[config.mk]
export PLATFORM = sky130hd
export DESIGN_NAME = combination_enumerator_top
export DESIGN_NICKNAME = d
export VERILOG_FILES = /design/src/sv/cenum_pkg.sv /design/src/sv/combination_enumerator_top.sv /design/src/sv/cenum_ctrl.sv /design/src/sv/cenum_dp.sv
export SDC_FILE = /design/constraint.sdc
export NUM_CORES = 2
export LEC_CHECK = 0
export BUFFER_PORTS_ARGS = -buffer_cell sky130_fd_sc_hd__buf_2
export CAP_MARGIN = 10
export CORE_MARGIN = 2
export CORE_UTILIZATION = 57
export DETAILED_ROUTE_END_ITERATION = 10
export PLACE_DENSITY = 0.83
export SLEW_MARGIN = 20
export SYNTH_ARGS = -nofsm -noshare
export SYNTH_HDL_FRONTEND = slang
export SYNTH_SLANG_ARGS = --single-unit
[constraint.sdc]
create_clock -name clock -period 9.3 [get_ports clock]
set_input_delay 0.93 -clock clock [delete_from_list [all_inputs] [get_ports clock]]
set_output_delay 0.93 -clock clock [all_outputs]
set_load 0.005 [all_outputs]
[src/sv/cenum_pkg.sv]
// Shared types and constants of the combination enumerator.
package cenum_pkg;

   // Field and register widths of the ports
   localparam int unsigned OPCODE_W      = 2;
   localparam int unsigned ENTRY_IDX_W   = 5;
   localparam int unsigned ENTRY_VAL_W   = 32;
   localparam int unsigned ELEM_VAL_W    = 32;
   localparam int unsigned POSITION_W    = 4;
   localparam int unsigned SET_SIZE_W    = 6;
   localparam int unsigned PICK_SIZE_W   = 5;
   localparam int unsigned LIMIT_W       = 30;
   localparam int unsigned CSR_IDX_W     = 2;
   localparam int unsigned CSR_DATA_W    = 30;

   // Register reset values
   localparam logic [SET_SIZE_W-1:0]  SET_SIZE_RST  = 6'd4;
   localparam logic [PICK_SIZE_W-1:0] PICK_SIZE_RST = 5'd2;
   localparam logic [LIMIT_W-1:0]     LIMIT_RST     = 30'h3FFF_FFFF;

   // Result queue geometry
   localparam int unsigned OUT_DEPTH = 4;
   localparam int unsigned OUT_PTR_W = 2;
   localparam int unsigned OUT_CNT_W = 3;

   typedef enum logic [OPCODE_W-1:0] {
      OP_LOAD    = 2'd0,
      OP_RESTART = 2'd1,
      OP_NEXT    = 2'd2
   } opcode_type;

   typedef enum logic [CSR_IDX_W-1:0] {
      REG_SET_SIZE  = 2'd0,
      REG_PICK_SIZE = 2'd1,
      REG_LIMIT     = 2'd2
   } csr_reg_type;

   typedef struct packed {
      logic load;
      logic restart;
      logic emit_start;
      logic issue;
      logic done_push;
      logic refill_start;
      logic refill_step;
      logic set_exhausted;
   } dp_cmd_type;

   typedef struct packed {
      logic done_cond;
      logic space_ok;
      logic pipe_empty;
      logic issue_last;
      logic refill_last;
      logic adv_found;
   } dp_status_type;

   typedef struct packed {
      logic [ELEM_VAL_W-1:0] value;
      logic [POSITION_W-1:0] position;
      logic                  last;
      logic                  done;
   } rsp_entry_type;

endpackage

[src/sv/combination_enumerator_top.sv]
// Top level of the lexicographic k-combination enumerator.
// The block walks the k-element combinations of the first n table entries in
// lexicographic index order. A load request (opcode load) writes one table
// entry; every entry below n must be loaded before combinations are asked
// for. A restart request sets the indices back to 0,1,...,k-1 and clears the
// emitted count. A next request emits the current combination as k results,
// one per position, with last on the final one, then moves to the successor.
// When the walk is exhausted, the count limit is reached, k is zero or k
// exceeds n, a next request gives one result with done_res and last set
// instead. A next request is accepted, then issues one position per cycle,
// while the result queue has room, through the two-stage read pipeline
// (index store, then element table), drains it, then rewrites the indices
// of the advance, from the moved position to k-1 (none when the walk runs
// out). Results pass through a four-entry queue; issue holds off once the
// queued results and those still in the read pipeline reach four.
// Configuration is to be written by the user only while the block is idle;
// the block itself does not enforce this.
module combination_enumerator_top #(
   parameter int unsigned MAX_SET     = 32,
   parameter int unsigned MAX_PICK    = 16,
   parameter int unsigned VALUE_WIDTH = 32
) (
   input  logic                                clock,
   input  logic                                reset,
   input  logic                                csr_wr_en,
   input  logic [cenum_pkg::CSR_IDX_W-1:0]     csr_index,
   input  logic [cenum_pkg::CSR_DATA_W-1:0]    csr_wdata,
   input  logic                                req_valid,
   output logic                                req_stall,
   input  logic [cenum_pkg::OPCODE_W-1:0]      req_opcode,
   input  logic [cenum_pkg::ENTRY_IDX_W-1:0]   req_entry_index,
   input  logic [cenum_pkg::ENTRY_VAL_W-1:0]   req_entry_value,
   output logic                                rsp_valid,
   input  logic                                rsp_stall,
   output logic [cenum_pkg::ELEM_VAL_W-1:0]    rsp_element_value,
   output logic [cenum_pkg::POSITION_W-1:0]    rsp_position,
   output logic                                rsp_last,
   output logic                                rsp_done_res
);
   import cenum_pkg::*;

   dp_cmd_type    dp_cmd;
   dp_status_type dp_status;

   // Sequencer: decode the request, step through emit, drain, refill and done output
   cenum_ctrl u_ctrl (
      .clock      (clock),
      .reset      (reset),
      .req_valid  (req_valid),
      .req_opcode (req_opcode),
      .req_stall  (req_stall),
      .status     (dp_status),
      .cmd        (dp_cmd)
   );

   // Storage, read pipeline, advance logic and result queue
   cenum_dp #(
      .MAX_SET     (MAX_SET),
      .MAX_PICK    (MAX_PICK),
      .VALUE_WIDTH (VALUE_WIDTH)
   ) u_dp (
      .clock             (clock),
      .reset             (reset),
      .cmd               (dp_cmd),
      .status            (dp_status),
      .csr_wr_en         (csr_wr_en),
      .csr_index         (csr_index),
      .csr_wdata         (csr_wdata),
      .req_entry_index   (req_entry_index),
      .req_entry_value   (req_entry_value),
      .rsp_valid         (rsp_valid),
      .rsp_stall         (rsp_stall),
      .rsp_element_value (rsp_element_value),
      .rsp_position      (rsp_position),
      .rsp_last          (rsp_last),
      .rsp_done_res      (rsp_done_res)
   );

   // An accepted next request always holds off the following request
   a_next_busy : assert property (@(posedge clock) disable iff (reset)
      (req_valid && !req_stall && (req_opcode == OP_NEXT)) |=> req_stall)
      else $error("next request did not hold off the input");

   // Indices are rewritten only after every read of the pass has retired
   a_refill_after_drain : assert property (@(posedge clock) disable iff (reset)
      dp_cmd.refill_step |-> dp_status.pipe_empty)
      else $error("index refill overlaps the read pipeline");

   // At most one request-driven action per cycle
   a_one_action : assert property (@(posedge clock) disable iff (reset)
      $onehot0({dp_cmd.load, dp_cmd.restart, dp_cmd.emit_start, dp_cmd.done_push}))
      else $error("conflicting datapath commands");

   // A done result is always the only, hence last, result of its request
   a_done_is_last : assert property (@(posedge clock) disable iff (reset)
      (rsp_valid && rsp_done_res) |-> (rsp_last && (rsp_position == '0)))
      else $error("done result without last mark");

endmodule

[src/sv/cenum_ctrl.sv]
// Sequencing state machine of the combination enumerator.
module cenum_ctrl (
   input  logic                              clock,
   input  logic                              reset,
   input  logic                              req_valid,
   input  logic [cenum_pkg::OPCODE_W-1:0]    req_opcode,
   output logic                              req_stall,
   input  cenum_pkg::dp_status_type          status,
   output cenum_pkg::dp_cmd_type             cmd
);
   import cenum_pkg::*;

   typedef enum logic [2:0] {
      ST_IDLE,
      ST_EMIT,
      ST_DRAIN,
      ST_REFILL,
      ST_DONE_OUT
   } state_type;

   state_type state_ff;
   logic      accept;

   assign req_stall = (state_ff != ST_IDLE);
   assign accept    = req_valid && (state_ff == ST_IDLE);

   always_comb begin
      cmd = '0;
      if (accept) begin
         unique case (req_opcode)
            OP_LOAD:    cmd.load = 1'b1;
            OP_RESTART: cmd.restart = 1'b1;
            OP_NEXT:    cmd.emit_start = !status.done_cond;
            default:    cmd = '0;
         endcase
      end
      cmd.issue         = (state_ff == ST_EMIT) && status.space_ok;
      cmd.done_push     = (state_ff == ST_DONE_OUT) && status.space_ok;
      cmd.refill_start  = (state_ff == ST_DRAIN) && status.pipe_empty && status.adv_found;
      cmd.set_exhausted = (state_ff == ST_DRAIN) && status.pipe_empty && !status.adv_found;
      cmd.refill_step   = (state_ff == ST_REFILL);
   end

   always_ff @(posedge clock) begin
      if (reset) begin
         state_ff <= ST_IDLE;
      end else begin
         unique case (state_ff)
            ST_IDLE: begin
               if (accept && (req_opcode == OP_NEXT)) begin
                  state_ff <= status.done_cond ? ST_DONE_OUT : ST_EMIT;
               end
            end
            ST_EMIT: begin
               if (status.space_ok && status.issue_last) begin
                  state_ff <= ST_DRAIN;
               end
            end
            ST_DRAIN: begin
               if (status.pipe_empty) begin
                  state_ff <= status.adv_found ? ST_REFILL : ST_IDLE;
               end
            end
            ST_REFILL: begin
               if (status.refill_last) begin
                  state_ff <= ST_IDLE;
               end
            end
            ST_DONE_OUT: begin
               if (status.space_ok) begin
                  state_ff <= ST_IDLE;
               end
            end
            default: state_ff <= ST_IDLE;
         endcase
      end
   end

endmodule

[src/sv/cenum_dp.sv]
// Datapath of the combination enumerator: tables, read pipeline, advance and result queue.
module cenum_dp #(
   parameter int unsigned MAX_SET     = 32,
   parameter int unsigned MAX_PICK    = 16,
   parameter int unsigned VALUE_WIDTH = 32
) (
   input  logic                                clock,
   input  logic                                reset,
   input  cenum_pkg::dp_cmd_type               cmd,
   output cenum_pkg::dp_status_type            status,
   input  logic                                csr_wr_en,
   input  logic [cenum_pkg::CSR_IDX_W-1:0]     csr_index,
   input  logic [cenum_pkg::CSR_DATA_W-1:0]    csr_wdata,
   input  logic [cenum_pkg::ENTRY_IDX_W-1:0]   req_entry_index,
   input  logic [cenum_pkg::ENTRY_VAL_W-1:0]   req_entry_value,
   output logic                                rsp_valid,
   input  logic                                rsp_stall,
   output logic [cenum_pkg::ELEM_VAL_W-1:0]    rsp_element_value,
   output logic [cenum_pkg::POSITION_W-1:0]    rsp_position,
   output logic                                rsp_last,
   output logic                                rsp_done_res
);
   import cenum_pkg::*;

   localparam int unsigned TW    = $clog2(MAX_SET);
   localparam int unsigned PW    = (MAX_PICK > 1) ? $clog2(MAX_PICK) : 1;
   localparam int unsigned KW    = $clog2(MAX_PICK + 1);
   localparam int unsigned NW    = $clog2(MAX_SET + 1);
   localparam int unsigned IDX_W = (MAX_SET > MAX_PICK) ? $clog2(MAX_SET) : $clog2(MAX_PICK);
   localparam int unsigned CW    = $clog2(MAX_SET + MAX_PICK + 1) + 1;
   localparam int unsigned SW    = ((NW > SET_SIZE_W) ? NW : SET_SIZE_W) + 1;
   localparam int unsigned KSW   = ((KW > PICK_SIZE_W) ? KW : PICK_SIZE_W) + 1;
   localparam int unsigned OSW   = OUT_CNT_W + 1;

   // Configuration registers
   logic [SET_SIZE_W-1:0]  set_size_ff;
   logic [PICK_SIZE_W-1:0] pick_size_ff;
   logic [LIMIT_W-1:0]     limit_ff;

   // Enumeration state
   logic [LIMIT_W-1:0]     emitted_count_ff;
   logic                   exhausted_ff;
   logic [IDX_W-1:0]       chosen_mem [MAX_PICK];
   logic [MAX_PICK-1:0]    chosen_vld_ff;
   logic [VALUE_WIDTH-1:0] tab_mem [MAX_SET];

   // Read pipeline
   logic [KW-1:0]          issue_pos_ff;
   logic [IDX_W-1:0]       chosen_q_ff;
   logic                   chosen_vq_ff;
   logic                   s1_valid_ff;
   logic [PW-1:0]          s1_pos_ff;
   logic                   s1_last_ff;
   logic                   s2_valid_ff;
   logic [POSITION_W-1:0]  s2_pos_ff;
   logic                   s2_last_ff;
   logic                   s2_inr_ff;
   logic [VALUE_WIDTH-1:0] tab_q_ff;

   // Advance tracking and refill
   logic                   adv_found_ff;
   logic [PW-1:0]          adv_idx_ff;
   logic [IDX_W-1:0]       adv_val_ff;
   logic [PW-1:0]          wr_ptr_ff;
   logic [IDX_W-1:0]       wr_val_ff;

   // Result queue
   rsp_entry_type          fifo_mem [OUT_DEPTH];
   logic [OUT_PTR_W-1:0]   fifo_wp_ff;
   logic [OUT_PTR_W-1:0]   fifo_rp_ff;
   logic [OUT_CNT_W-1:0]   fifo_cnt_ff;

   logic [NW-1:0]          n_eff;
   logic [KW-1:0]          k_eff;
   logic [IDX_W-1:0]       idx_s1;
   logic [CW-1:0]          ceil_s1;
   logic                   can_adv;
   logic [OSW-1:0]         occ;
   logic                   push;
   logic                   pop;
   rsp_entry_type          push_entry;

   // Saturate n and k to the table and index store sizes
   always_comb begin
      if (SW'(set_size_ff) > SW'(MAX_SET)) begin
         n_eff = NW'(MAX_SET);
      end else begin
         n_eff = NW'(set_size_ff);
      end
      if (KSW'(pick_size_ff) > KSW'(MAX_PICK)) begin
         k_eff = KW'(MAX_PICK);
      end else begin
         k_eff = KW'(pick_size_ff);
      end
   end

   always_ff @(posedge clock) begin
      if (reset) begin
         set_size_ff  <= SET_SIZE_RST;
         pick_size_ff <= PICK_SIZE_RST;
         limit_ff     <= LIMIT_RST;
      end else if (csr_wr_en) begin
         unique case (csr_index)
            REG_SET_SIZE:  set_size_ff  <= csr_wdata[SET_SIZE_W-1:0];
            REG_PICK_SIZE: pick_size_ff <= csr_wdata[PICK_SIZE_W-1:0];
            REG_LIMIT:     limit_ff     <= csr_wdata[LIMIT_W-1:0];
            default:       limit_ff     <= limit_ff;
         endcase
      end
   end

   // Element table: one write port for loads, one registered read port
   always_ff @(posedge clock) begin
      if (cmd.load && (CW'(req_entry_index) < CW'(MAX_SET))) begin
         tab_mem[TW'(req_entry_index)] <= VALUE_WIDTH'(req_entry_value);
      end
      if (s1_valid_ff) begin
         tab_q_ff <= tab_mem[TW'(idx_s1)];
      end
   end

   // Chosen indices: refill writes, issue reads
   always_ff @(posedge clock) begin
      if (cmd.refill_step) begin
         chosen_mem[wr_ptr_ff] <= wr_val_ff;
      end
      if (cmd.issue) begin
         chosen_q_ff  <= chosen_mem[PW'(issue_pos_ff)];
         chosen_vq_ff <= chosen_vld_ff[PW'(issue_pos_ff)];
      end
   end

   // A position never refilled since restart holds its own index
   always_ff @(posedge clock) begin
      if (reset || cmd.restart) begin
         chosen_vld_ff <= '0;
      end else if (cmd.refill_step) begin
         chosen_vld_ff[wr_ptr_ff] <= 1'b1;
      end
   end

   always_ff @(posedge clock) begin
      if (reset || cmd.restart) begin
         emitted_count_ff <= '0;
         exhausted_ff     <= 1'b0;
      end else begin
         if (cmd.emit_start) begin
            emitted_count_ff <= emitted_count_ff + LIMIT_W'(1);
         end
         if (cmd.set_exhausted) begin
            exhausted_ff <= 1'b1;
         end
      end
   end

   assign idx_s1  = chosen_vq_ff ? chosen_q_ff : IDX_W'(s1_pos_ff);
   assign ceil_s1 = CW'(n_eff) - CW'(k_eff) + CW'(s1_pos_ff);
   assign can_adv = (CW'(idx_s1) < ceil_s1);

   always_ff @(posedge clock) begin
      if (reset) begin
         issue_pos_ff <= '0;
         s1_valid_ff  <= 1'b0;
         s2_valid_ff  <= 1'b0;
         adv_found_ff <= 1'b0;
      end else begin
         if (cmd.emit_start) begin
            issue_pos_ff <= '0;
         end else if (cmd.issue) begin
            issue_pos_ff <= issue_pos_ff + KW'(1);
         end
         s1_valid_ff <= cmd.issue;
         s2_valid_ff <= s1_valid_ff;
         // Keep the rightmost position that can still move up
         if (cmd.emit_start) begin
            adv_found_ff <= 1'b0;
         end else if (s1_valid_ff && can_adv) begin
            adv_found_ff <= 1'b1;
         end
      end
   end

   always_ff @(posedge clock) begin
      if (cmd.issue) begin
         s1_pos_ff  <= PW'(issue_pos_ff);
         s1_last_ff <= status.issue_last;
      end
      if (s1_valid_ff) begin
         s2_pos_ff  <= POSITION_W'(s1_pos_ff);
         s2_last_ff <= s1_last_ff;
         s2_inr_ff  <= (CW'(idx_s1) < CW'(MAX_SET));
      end
      if (s1_valid_ff && can_adv) begin
         adv_idx_ff <= s1_pos_ff;
         adv_val_ff <= idx_s1;
      end
      if (cmd.refill_start) begin
         wr_ptr_ff <= adv_idx_ff;
         wr_val_ff <= adv_val_ff + IDX_W'(1);
      end else if (cmd.refill_step) begin
         wr_ptr_ff <= wr_ptr_ff + PW'(1);
         wr_val_ff <= wr_val_ff + IDX_W'(1);
      end
   end

   // Result queue
   always_comb begin
      if (s2_valid_ff) begin
         push_entry.value    = s2_inr_ff ? ELEM_VAL_W'(tab_q_ff) : '0;
         push_entry.position = s2_pos_ff;
         push_entry.last     = s2_last_ff;
         push_entry.done     = 1'b0;
      end else begin
         push_entry.value    = '0;
         push_entry.position = '0;
         push_entry.last     = 1'b1;
         push_entry.done     = 1'b1;
      end
   end

   assign push = s2_valid_ff || cmd.done_push;
   assign pop  = (fifo_cnt_ff != '0) && !rsp_stall;
   assign occ  = OSW'(fifo_cnt_ff) + OSW'(s1_valid_ff) + OSW'(s2_valid_ff);

   always_ff @(posedge clock) begin
      if (push) begin
         fifo_mem[fifo_wp_ff] <= push_entry;
      end
   end

   always_ff @(posedge clock) begin
      if (reset) begin
         fifo_wp_ff  <= '0;
         fifo_rp_ff  <= '0;
         fifo_cnt_ff <= '0;
      end else begin
         if (push) begin
            fifo_wp_ff <= fifo_wp_ff + OUT_PTR_W'(1);
         end
         if (pop) begin
            fifo_rp_ff <= fifo_rp_ff + OUT_PTR_W'(1);
         end
         if (push && !pop) begin
            fifo_cnt_ff <= fifo_cnt_ff + OUT_CNT_W'(1);
         end else if (pop && !push) begin
            fifo_cnt_ff <= fifo_cnt_ff - OUT_CNT_W'(1);
         end
      end
   end

   assign rsp_valid         = (fifo_cnt_ff != '0);
   assign rsp_element_value = fifo_mem[fifo_rp_ff].value;
   assign rsp_position      = fifo_mem[fifo_rp_ff].position;
   assign rsp_last          = fifo_mem[fifo_rp_ff].last;
   assign rsp_done_res      = fifo_mem[fifo_rp_ff].done;

   always_comb begin
      status.done_cond   = exhausted_ff || (emitted_count_ff >= limit_ff) || (k_eff == '0) ||
                           (CW'(k_eff) > CW'(n_eff));
      status.space_ok    = (occ < OSW'(OUT_DEPTH));
      status.pipe_empty  = !s1_valid_ff && !s2_valid_ff;
      status.issue_last  = (issue_pos_ff == (k_eff - KW'(1)));
      status.refill_last = (KW'(wr_ptr_ff) == (k_eff - KW'(1)));
      status.adv_found   = adv_found_ff;
   end

endmodule
==> metrics.yaml <==
crit_buf_inv: 4
cts_buffers: 140
maxCapViolCount: 0
drt_wl_total_um: 136000
grt.overflow.total: 0
syn-num-nets: 4120
portBuffers: 115
cp_slowest_stage_delay_ps: 720
synth-main-ff-cell: "edfxtp_1"
syn_area_sq_um: 58200
yosysWarnings: 0
fin_util_pct: 63.7
stdcell_count: 5527
dp_hpwl_um: 74200
wl_met3_um: 16000
fin_hold_ws_ps: 388
synthToLayoutAreaGrowth_pct: 11.2
syn_inst: 3977
final_nets: 4186
drive_above_1_share_pct: 13.1
p_leak_nw: 22.3
dr_wl_met2_um: 64900
vias: 34900
dieArea_sq_um: 105000
grt_usage_pct: 26.1
finalPower_mw: 13.7
cts_resized: 0
first_global_vias: 34400
min_path_type: "in2reg"
async_flop_share_pct: 0
clk_path_buf_depth: 3
dpl.cell_count: 5269
critical_path.cell_chain: "mux2i_4 -> buf_12 -> inv_8 -> buf_12 -> buf_4 -> mux2i_1 -> mux4_2 -> nand2_1 -> o311ai_1 -> o31ai_1"
worstPathRequired_ps: 9860
hold_viol_final: 0
fin_skew_ps: 31.3
fmax_mhz: 227
setup_tns_ps: 0
status: "finished, final reports clean"
gp_congestion: 0.821
start_kind: "flop"
cts_hold_buf: 0
setup_violations: 0
coreArea_sq_um: 101000
cts_tree: "yes"
yosysSeqAreaShare_pct: 72.0
antenna_found_initial: 15
vdd_drop_max_mv: 0.173
fin_crit_sh_pct: 47.3
cpLargestDelayFamily: "buffers and inverters"
rsz0062_at_grt: "no"
crit_slowest_cell: "buf_4"
synth_area_per_cell_sq_um: 14.6
fillCellCount: 6686
root_buffer: "clkbuf_16"
crit_top_cell: "buf_12"
ioPinCount: 116
p_per_area_nw_per_um2: 212
grt_max_degree: 226
drtIter0Drc: 4962
first_pass_iters: 6
post-route-min-period_ps: 4400
floorplan.rows: 117
die_w_um: 323
worstSetupEndpointType: "flop"
tightest_slew_ps: 1060
wl_met1_um: 51000
wl_per_cell_um: 24.7
viasPerCell: 6.31
grt_pass1_wl_um: 205000
relSlewSlack_pct: 29.1
ant_nets: 0
crit_fanout: 161
worstPathArrival_ps: 4960
initial_core_util_pct: 57.3
criticalPathCategory: "reg2reg"
clock_latency_ps: 760
drc: 0
fp.dieH_um: 323
yosysUniqueCellTypes: 67
synth-seq-cells: 1430
drv_slew: 0
h-tree-depth: 4
path_clk_slew_ps: 60
synth-edff-count: 1322
cts_setup_buffers: 0
highest_layer: "met5"
cts.sinks: 1430
## final cells by class
| cell class | count | area, sq um | share of cell area (%) |
|---|---|---|---|
| multi-input cells | 2217 | 15100 | 23.4 |
| inverters | 73 | 289 | 0.447 |
| clock buffers | 175 | 3760 | 5.81 |
| flip-flops and latches | 1430 | 41900 | 64.7 |
| clock inverters | 76 | 746 | 1.15 |
| well taps | 1368 | 1710 | 2.65 |
| diodes | 7 | 17.5 | 0.0271 |
| repair buffers | 181 | 1130 | 1.75 |
## worst min-delay path: cells and delay by family
kind	cells	cell delay [ps]
and+or+nand+nor	1	40
buffers and inverters	1	70
AOI/OAI and AO/OA	1	70
## cells in the final DEF (no fill, tap or decap), drive strengths merged, types with 5 or more instances in the layout
master / count
edfxtp: 1322
nand2: 914
a311oi: 192
buf: 181
mux2i: 178
clkbuf: 175
and3: 169
dfxtp: 108
mux4: 100
nand3: 85
nor2: 82
inv: 80
ha: 62
clkinv: 55
nor3: 48
and2: 42
nand2b: 35
o31ai: 33
o311ai: 32
nor4: 31
o211ai: 30
a21oi: 25
o21a: 23
nand4: 20
xor2: 15
nor2b: 15
xnor2: 12
o21ai: 12
bufinv: 10
and4: 8
diode: 7
a211oi: 6
fa: 5
## cell families after synthesis
| logic type | after synthesis | synth area share (%) |
|---|---|---|
| simple gates | 1469 | 11.4 |
| buf+inv | 330 | 2.49 |
| fa+ha+maj | 67 | 1.51 |
| compound gates | 373 | 5.22 |
| flops | 1430 | 72.0 |
| xor+xnor | 27 | 0.407 |
| mux | 281 | 7.04 |
## cells in the mapped netlist (all sizes together), types with 15 or more instances
cell / n / area share [%]
nor2b: 15 / 0.16
nand2: 914 / 5.9
a21oi: 25 / 0.22
mux2i: 178 / 3.1
nor3: 48 / 0.42
o211ai: 30 / 0.39
xor2: 15 / 0.23
mux4: 100 / 3.9
o21a: 23 / 0.30
a311oi: 192 / 2.9
and2: 42 / 0.45
o31ai: 33 / 0.43
edfxtp: 1322 / 68
nand2b: 35 / 0.38
inv: 72 / 0.46
nand4: 20 / 0.22
o311ai: 32 / 0.48
nor4: 31 / 0.33
dfxtp: 108 / 3.7
ha: 62 / 1.3
nand3: 85 / 0.73
and3: 169 / 1.8
nor2: 82 / 0.53
clkbuf: 135 / 0.87
buf: 122 / 1.1
## metal layers
| metal | vias up | global-route usage [%] |
|---|---|---|
| met2 | 2160 | 41.0 |
| met4 | 14 | 10.9 |
| met3 | 332 | 5.88 |
| li1 | 15200 | - |
| met1 | 17200 | 35.4 |
| met5 | - | 0 |
## final timing paths
check                    startpoint                endpoint  slack [ps]  cells past startpoint
max               u_dp.chosen_vq_ff       u_dp.tab_q_ff[16]        4900                     10
min                   csr_wdata[20]       u_dp.limit_ff[20]         390                      3
max reg2reg       u_dp.chosen_vq_ff       u_dp.tab_q_ff[16]        4900                     10
min reg2reg  u_dp.chosen_vld_ff[11]  u_dp.chosen_vld_ff[11]         460                      1
## power breakdown
group	leakage [nW]	switching (mW)	total (mW)	internal, mW
Clock	2.19	2.38	5.55	3.17
Combinational	7.35	0.663	1.04	0.381
Sequential	12.8	0.0368	7.10	7.06
Total	22.3	3.08	13.7	10.6
## state kept, by name (all words and copies together) (netlist names), 5 cells and up, named ones only
register	count
u_dp.issue_pos_ff	5
u_dp.set_size_ff	6
u_dp.tab_mem	1024
u_dp.chosen_vld_ff	16
u_dp.emitted_count_ff	30
u_dp.chosen_q_ff	5
u_dp.pick_size_ff	5
u_dp.limit_ff	30
u_dp.fifo_mem	152
u_dp.adv_val_ff	5
u_dp.chosen_mem	80
u_dp.tab_q_ff	32
u_dp.wr_val_ff	5
## through the flow
| stage | area [sq um] | setup slack (ps) |
|---|---|---|
| detailed placement | 60100 | 5000 |
| global route | 64700 | 4640 |
| global placement | 60100 | 5080 |
| finish | 64700 | 4900 |
| floorplan | 58200 | 5740 |
| CTS | 64700 | 4950 |
(Power assumes the default switching activity.)
